File: src/design/mnfr_pkg.sv
package mnfr_pkg;

    localparam int TILE_ELEMS = 64;
    localparam int TILE_COLS  = 8;
    localparam int KIND_W     = 4;
    localparam int KIND_CODES = 1 << KIND_W;
    localparam int USER_W     = KIND_W + 1;
    localparam int NO_SOURCE  = -1;

    typedef logic [TILE_ELEMS-1:0] t_tile;
    typedef logic [KIND_W-1:0]     t_kind_code;

    typedef enum logic [KIND_W-1:0] {
        KIND_L1 = 4'd0,
        KIND_R1 = 4'd1,
        KIND_U1 = 4'd2,
        KIND_D1 = 4'd3,
        KIND_L2 = 4'd4,
        KIND_R2 = 4'd5,
        KIND_U2 = 4'd6,
        KIND_D2 = 4'd7,
        KIND_L4 = 4'd8,
        KIND_R4 = 4'd9,
        KIND_U4 = 4'd10,
        KIND_D4 = 4'd11
    } t_kind;

    function automatic int mesh_source(int k, int i);
        int r;
        int c;
        int s;
        r = i / TILE_COLS;
        c = i % TILE_COLS;
        s = NO_SOURCE;
        case (k)
            int'(KIND_L1): s = (i == 0) ? NO_SOURCE : i - 1;
            int'(KIND_R1): s = (i == 63) ? NO_SOURCE : i + 1;
            int'(KIND_U1): s = (r == 0) ? NO_SOURCE : i - 8;
            int'(KIND_D1): s = (i >= 56) ? NO_SOURCE : i + 8;
            int'(KIND_L2): begin
                if (i == 0)      s = NO_SOURCE;
                else if (c > 4)  s = i + 4 - c;
                else if (c == 0) s = i - 4;
                else             s = i - c;
            end
            int'(KIND_R2): begin
                if (i > 61)              s = NO_SOURCE;
                else if (c > 1 && c < 6) s = i - c + 6;
                else if (c > 5)          s = i - c + 10;
                else                     s = i - c + 2;
            end
            int'(KIND_U2): s = (r == 0) ? NO_SOURCE : ((r < 5) ? c : 32 + c);
            int'(KIND_D2): begin
                if (r > 5)      s = NO_SOURCE;
                else if (r < 2) s = i + 8 * (2 - r);
                else            s = i + 8 * (6 - r);
            end
            int'(KIND_L4): begin
                if (i == 0)      s = NO_SOURCE;
                else if (c == 0) s = i - 8;
                else             s = i - c;
            end
            int'(KIND_R4): begin
                if (i > 59)     s = NO_SOURCE;
                else if (c < 4) s = i - c + 4;
                else            s = i - c + 12;
            end
            int'(KIND_U4): s = (r == 0) ? NO_SOURCE : c;
            int'(KIND_D4): s = (r > 3) ? NO_SOURCE : i + 8 * (4 - r);
            default:       s = NO_SOURCE;
        endcase
        return s;
    endfunction

endpackage

File: src/design/mnfr_route.sv
module mnfr_route (
    input  mnfr_pkg::t_tile      i_sign_bits,
    input  mnfr_pkg::t_kind_code i_kind,
    input  logic                 i_invert,
    output mnfr_pkg::t_tile      o_flags
);

    for (genvar gi = 0; gi < mnfr_pkg::TILE_ELEMS; gi++) begin : g_elem
        logic [mnfr_pkg::KIND_CODES-1:0] w_cand;

        for (genvar gk = 0; gk < mnfr_pkg::KIND_CODES; gk++) begin : g_kind
            localparam int Src = mnfr_pkg::mesh_source(gk, gi);
            if (Src >= 0 && Src < mnfr_pkg::TILE_ELEMS) begin : g_src
                assign w_cand[gk] = i_sign_bits[Src] ^ i_invert;
            end else if (gk <= int'(mnfr_pkg::KIND_D4)) begin : g_edge
                assign w_cand[gk] = i_invert;
            end else begin : g_undef
                assign w_cand[gk] = 1'b0;
            end
        end

        assign o_flags[gi] = w_cand[i_kind];
    end

endmodule

File: src/design/mesh_neighbor_flag_router.sv
// An accepted input word passes the input register, routing mux and result register
// to the master side; one word per cycle while the master side accepts words.
// Backpressure on the master side stalls both registers; s_axis_tready drops only
// when both hold a word.
// Reset (i_rst_n low, synchronous) empties both stages; no other state.
module mesh_neighbor_flag_router (
    input  logic                         i_clk,
    input  logic                         i_rst_n,
    input  logic                         s_axis_tvalid,
    output logic                         s_axis_tready,
    input  logic [63:0]                  s_axis_tdata,  // [63:0] sign_bits
    input  logic [mnfr_pkg::USER_W-1:0]  s_axis_tuser,  // [3:0] kind, [4] invert
    output logic                         m_axis_tvalid,
    input  logic                         m_axis_tready,
    output logic [63:0]                  m_axis_tdata   // [63:0] flags
);

    logic                 r_in_vld;
    mnfr_pkg::t_tile      r_sign;
    mnfr_pkg::t_kind_code r_kind;
    logic                 r_inv;
    logic                 r_out_vld;
    mnfr_pkg::t_tile      r_flags;
    mnfr_pkg::t_tile      n_flags;
    logic                 w_out_rdy;
    logic                 w_in_rdy;

    assign w_out_rdy     = !r_out_vld || m_axis_tready;
    assign w_in_rdy      = !r_in_vld || w_out_rdy;
    assign s_axis_tready = w_in_rdy;

    mnfr_route u_route (
        .i_sign_bits (r_sign),
        .i_kind      (r_kind),
        .i_invert    (r_inv),
        .o_flags     (n_flags)
    );

    always_ff @(posedge i_clk) begin
        if (!i_rst_n) begin
            r_in_vld  <= 1'b0;
            r_out_vld <= 1'b0;
        end else begin
            if (w_in_rdy) begin
                r_in_vld <= s_axis_tvalid;
            end
            if (w_out_rdy) begin
                r_out_vld <= r_in_vld;
            end
        end
    end

    always_ff @(posedge i_clk) begin
        if (w_in_rdy && s_axis_tvalid) begin
            r_sign <= s_axis_tdata;
            r_kind <= s_axis_tuser[mnfr_pkg::KIND_W-1:0];
            r_inv  <= s_axis_tuser[mnfr_pkg::KIND_W];
        end
        if (w_out_rdy && r_in_vld) begin
            r_flags <= n_flags;
        end
    end

    assign m_axis_tvalid = r_out_vld;
    assign m_axis_tdata  = r_flags;

endmodule

File: config.mk
export PLATFORM = sky130hd
export DESIGN_NAME = mesh_neighbor_flag_router
export DESIGN_NICKNAME = d
export VERILOG_FILES = /design/src/design/mnfr_pkg.sv /design/src/design/mnfr_route.sv /design/src/design/mesh_neighbor_flag_router.sv
export SDC_FILE = /design/constraint.sdc
export NUM_CORES = 1
export LEC_CHECK = 0
export BUFFER_PORTS_ARGS = -buffer_cell sky130_fd_sc_hd__buf_4
export CAP_MARGIN = 25
export CORE_MARGIN = 4
export CORE_UTILIZATION = 47
export CTS_CLUSTER_SIZE = 14
export DETAILED_ROUTE_END_ITERATION = 7
export PLACE_DENSITY = 0.7
export SLEW_MARGIN = 15
export SYNTH_ARGS = -nofsm -noshare
export SYNTH_HDL_FRONTEND = slang
export SYNTH_HIERARCHICAL = 1
export SYNTH_SLANG_ARGS = --single-unit
File: constraint.sdc
create_clock -name i_clk -period 13.1 [get_ports i_clk]
set_input_delay 2.62 -clock i_clk [delete_from_list [all_inputs] [get_ports i_clk]]
set_output_delay 2.62 -clock i_clk [all_outputs]
set_load 0.05 [all_outputs]
# Word-level counts from Yosys, hierarchy flattened
# Index checks and enable logic that the tools add are counted.
# totals
wordCells,205
out_inout_bits,66
inputBits,73
reg_bits,135
# op_classes
mux,128
reduce_logical,6
n_bitwise,64
n_lt_le_gt_ge,1
# op_table
cell,n
$bmux W1 S4,64
$mux W1,64
$xor A1 B1 Y1,64
$lt A4 B5 Y1 const B,1
$logic_and A1 B1 Y1,2
$logic_not A1 Y1,2
$logic_or A1 B1 Y1,2

# Depth between registers and ports, before layout
# depth
word_depth,4
depth_mapped,8
depth_no_buf,4

# Modules after synthesis
# Netlist, hierarchy kept.
# by_module_without_submodules
mod,area_per_inst_um2,n_inst,seq_area_each_um2,cells_each
mnfr_route,5486.5,1,0.0,656
mesh_neighbor_flag_router,4097.7,1,4033.9,142

# Worst setup path after synthesis
# OpenSTA, ideal clock, no wires.
# synth_path
path_type,input to register
startpoint,in m_axis_tready
endpoint,"reg r_inv, enable pin"
setup_slack_ps,6553
path_buffers,0
arrival_ps,6028
stages,2
setup_time_ps,519
required_time_ps,12581
path_cell_list,nor2b_4 a21oi_1
# synth_between
elab_chain_cells,3
# synth_lines
element,line,text
start: declaration,mesh_neighbor_flag_router.sv:14,"input logic m_axis_tready,"
$logic_or A1 B1 Y1,mesh_neighbor_flag_router.sv:28,assign w_out_rdy = !r_out_vld || m_axis_tready;
$logic_or A1 B1 Y1,mesh_neighbor_flag_router.sv:29,assign w_in_rdy = !r_in_vld || w_out_rdy;
$logic_and A1 B1 Y1,mesh_neighbor_flag_router.sv:54,if (w_in_rdy && s_axis_tvalid) begin
end signal: assignment,mesh_neighbor_flag_router.sv:57,r_inv <= s_axis_tuser[mnfr_pkg::KIND_W];
end: declaration,mesh_neighbor_flag_router.sv:21,logic r_inv;
# Every way passes these cells.
# A chain may end at the register's enable or synchronous reset.

# Worst setup path after layout
# layout_path
startpoint,in m_axis_tready
endpoint,out s_axis_tready
# layout_between
elab_chain_cells,2
# layout_lines
element,line,text
$logic_or A1 B1 Y1,mesh_neighbor_flag_router.sv:28,
$logic_or A1 B1 Y1,mesh_neighbor_flag_router.sv:29,
end: declaration,mesh_neighbor_flag_router.sv:10,"output logic s_axis_tready,"
# Every way passes these cells.

==> impl_metrics.yaml <==
worst_setup_path:
  worstSetupEndpointType: "output port"
  crit_path_frequent_cell: "buf_4"
  cp_top_family: "buffers and inverters"
  slowest_stage: "buf_4"
  critical_path_class: "primary input to output port"
  reg2reg_depth: 6
  crit_arrival_ns: 3.08
  path_max_fanout: 2
  cp_num_cells: 3
  rr_startpoint: "r_kind[1]"
  cp_data_required_time_ns: 10.48
  crit_chain: "buf_4 -> nand3b_4 -> buf_4"
  cp-start-kind: "primary input"
  critPathMaxStageDelay_ns: 0.20
  critPathBufInv: 2
  r2r_setup_slack_ns: 9.80
  reg2reg_to: "m_axis_tdata[17]"
synth:
  synth_flop_cell: "edfxtp_1"
  avgSynthCellArea_um2: 12.01
  synth.area.top_cells: "edfxtp_1 42%, mux2i_1 12%, mux4_2 9.2%, xnor2_1 8.6%, mux2_2 2.3%"
  synthCells: 798
  ys_ff_latch: 135
  synth_top_cell_by_area: "edfxtp_1"
  syn-num-nets: 871
  syn_area_um2: 9584
  ys.warnings.count: 6
  synthDominantCellAreaShare_pct: 41.67
  ys_seq_area_share_pct: 42.09
  synth_edf_count: 133
  synth_cell_types: 55
  ys_async_sr_fraction_pct: 0
detailed_routing:
  wl_met3_mm: 3.626
  drt-initial-drc-count: 1092
  dr.pass1.iters: 7
  m1WireLength_mm: 11.91
  ant_nets: 0
  met2RoutedLength_mm: 12.41
  via_per_inst: 6.360
  routed.top_layer: "met4"
  routed_wl_mm: 28.68
  wire_per_inst_um: 24.60
  vias: 7416
  drcViolationCount: 0
floorplanning:
  die_width_um: 150.8
  start_util_pct: 48.45
  io_pins: 139
  die_area_um2: 22740
  fp.dieH_um: 150.8
  core_region_area_um2: 19780
  row_count: 51
sta:
  finClkSkew_ns: 0.007328
  tightest_slew_ns: 1.030
  tns_ns: 0
  final-setup-viol-count: 0
  fin_crit_ns: 5.703
  relSlewSlack_pct: 31.31
  final_max_slew_viol_count: 0
  max_freq_mhz: 175.3
  rsz0062_at_grt: "false"
  hold_violations: 0
  hold_ws_ns: 0.5369
  period_share_pct: 43.54
clock_network:
  clk_pin_slew_worst_paths_ns: 0.06
  ctsResizeCount: 0
  cts_buffer_depth: 2
  cts_sinks: 135
  cts_tree: "yes"
  clk_latency_ns: 0.43
  clockRootBuffer: "clkbuf_16"
  h-tree-depth: 4
  cts_buffers: 17
  cts_setup_buffers: 0
  cts_hold_buf: 0
final_layout:
  fin_cells: 1166
  synthToLayoutAreaGrowth_pct: 16.51
  n_antenna_cell: 0
  fin_nets: 961
  stdcell_area_um2: 11170
  drive_gt1_share_pct: 28.08
global_route:
  grt_first_pass_wirelength_mm: 43.00
  first_global_vias: 6973
  antenna_found_initial: 0
  grt_max_degree: 162
  grt.total_usage_pct: 25.24
  grt_remaining_overflow: 0
place:
  placed_cell_area_um2: 10570
  dp.cells: 1133
  dpl.hpwl_mm: 19.13
  port_buffers: 138
  place_congestion: 0.9585
power:
  p_leak_nw: 4.157
  powerDensity_nw_per_um2: 118.8
  ir_worst_vdd_v: 0.00009565
  power_mw: 1.326
job:
  cap_viol_max_count: 0
outcome:
  status: "complete, no violations"
min_path:
  hold_depth: 2
  hold_path.startpoint: "m_axis_tvalid"
  hp-class: "flop to flop"
  hold_path_end: "r_in_vld"
cell type report:
type,count,area [um^2]
multi-input combinational,579,5061
sequential,135,4034
inverter,6,22.52
tap,265,331.6
fill,1697,8615
clock inverter,13,123.9
timing repair buffer,149,1151
clock buffer,19,442.9
synthesized netlist by cell type, drive strengths merged (3+ instances only):
library cell and count:
a22oi 4, o22ai 12, a221oi 7, a22o 3, nor3 10, mux2i 118
clkbuf 24, xnor2 94, nor2 46, a21oi 21, a222oi 3, a211oi 17
and2 3, nand2b 16, nand3 9, mux4 39, mux2 23, o211ai 14
nand2 31, nor2b 14, edfxtp 133, nand3b 6, o21ai 25, buf 54
a31oi 4, o221ai 14, inv 4, o32ai 23
flip-flops by register name, indices dropped and copies added, names as in the netlist:
register,flops
r_kind,4
r_in_vld,1
m_axis_tdata,64
r_sign,64
r_inv,1
m_axis_tvalid,1
cells in the final DEF, fill, tap and decap left out, types with 3 or more instances in the layout:
| cell | synthesis | layout |
|---|---|---|
| o32ai_1 | 23 | 23 |
| nand3b_1 | 5 | 5 |
| nand2b_1 | 16 | 16 |
| a211oi_1 | 16 | 16 |
| a221oi_1 | 7 | 7 |
| nand3_1 | 9 | 9 |
| nand2_1 | 31 | 31 |
| inv_2 | 3 | 3 |
| xnor2_1 | 94 | 94 |
| nor2b_1 | 13 | 12 |
| o211ai_1 | 14 | 14 |
| o21ai_1 | 3 | 3 |
| o221ai_1 | 14 | 14 |
| clkbuf_16 | 0 | 17 |
| a222oi_1 | 3 | 3 |
| nor3_1 | 10 | 10 |
| nor2_1 | 46 | 45 |
| a31oi_1 | 4 | 4 |
| clkinv_4 | 0 | 5 |
| a21oi_1 | 21 | 20 |
| mux2_4 | 3 | 3 |
| buf_4 | 16 | 147 |
| clkinvlp_4 | 0 | 3 |
| mux2_2 | 20 | 20 |
| o21ai_0 | 22 | 22 |
| edfxtp_1 | 133 | 133 |
| mux2i_1 | 118 | 118 |
| and2_1 | 3 | 3 |
| mux4_2 | 39 | 39 |
| a22o_1 | 3 | 3 |
| a22oi_1 | 4 | 4 |
| o22ai_1 | 12 | 12 |
metrics by stage:
step                utilization (%)  worst slack [ns]
detailed placement            53.45             7.396
finish                        56.45             7.397
floorplan                         -             6.553
CTS                           56.31             7.396
global route                  56.45             7.386
global placement              53.45             7.398
report_power, final:
| part | switching [mW] | total [mW] | internal (mW) | leakage, nW |
|---|---|---|---|---|
| clock network | 0.190 | 0.457 | 0.267 | 0.270 |
| registers | 0.0337 | 0.546 | 0.512 | 1.30 |
| logic | 0.190 | 0.323 | 0.133 | 2.59 |
per-layer routing:
metal  GRT usage, %  vias up
met3          8.887       64
met2          36.12      518
li1               -     3274
met5              0        -
met1          36.43     3560
met4          7.026        0
cell families (layout without fill, tap and decap cells):
logic type / Yosys count / in the layout / synth area share (%)
xor+xnor: 94 / 94 / 8.590
simple gates: 142 / 142 / 7.376
compound gates: 163 / 163 / 12.31
buf+inv: 84 / 187 / 5.326
mux: 180 / 180 / 24.31
flops: 135 / 135 / 42.09
worst reg2reg max path, cell delays in order (launching register included):
cell      delay, ns
edfxtp_1       0.32
buf_4          0.55
buf_4          0.82
nand2b_1       0.49
mux2i_1        0.31
a22oi_1        0.25
o22ai_1        0.21
how the worst max path moves through the flow:
stage                  start             to  slack [ns]
5_1_grt        m_axis_tready  s_axis_tready        7.39
4_1_cts        m_axis_tready  s_axis_tready        7.40
2_1_floorplan  m_axis_tready          r_inv        6.55
6_report       m_axis_tready  s_axis_tready        7.40
3_5_place_dp   m_axis_tready  s_axis_tready        7.40
3_3_place_gp   m_axis_tready  s_axis_tready        7.40
Power figures use the tool's default switching activity.
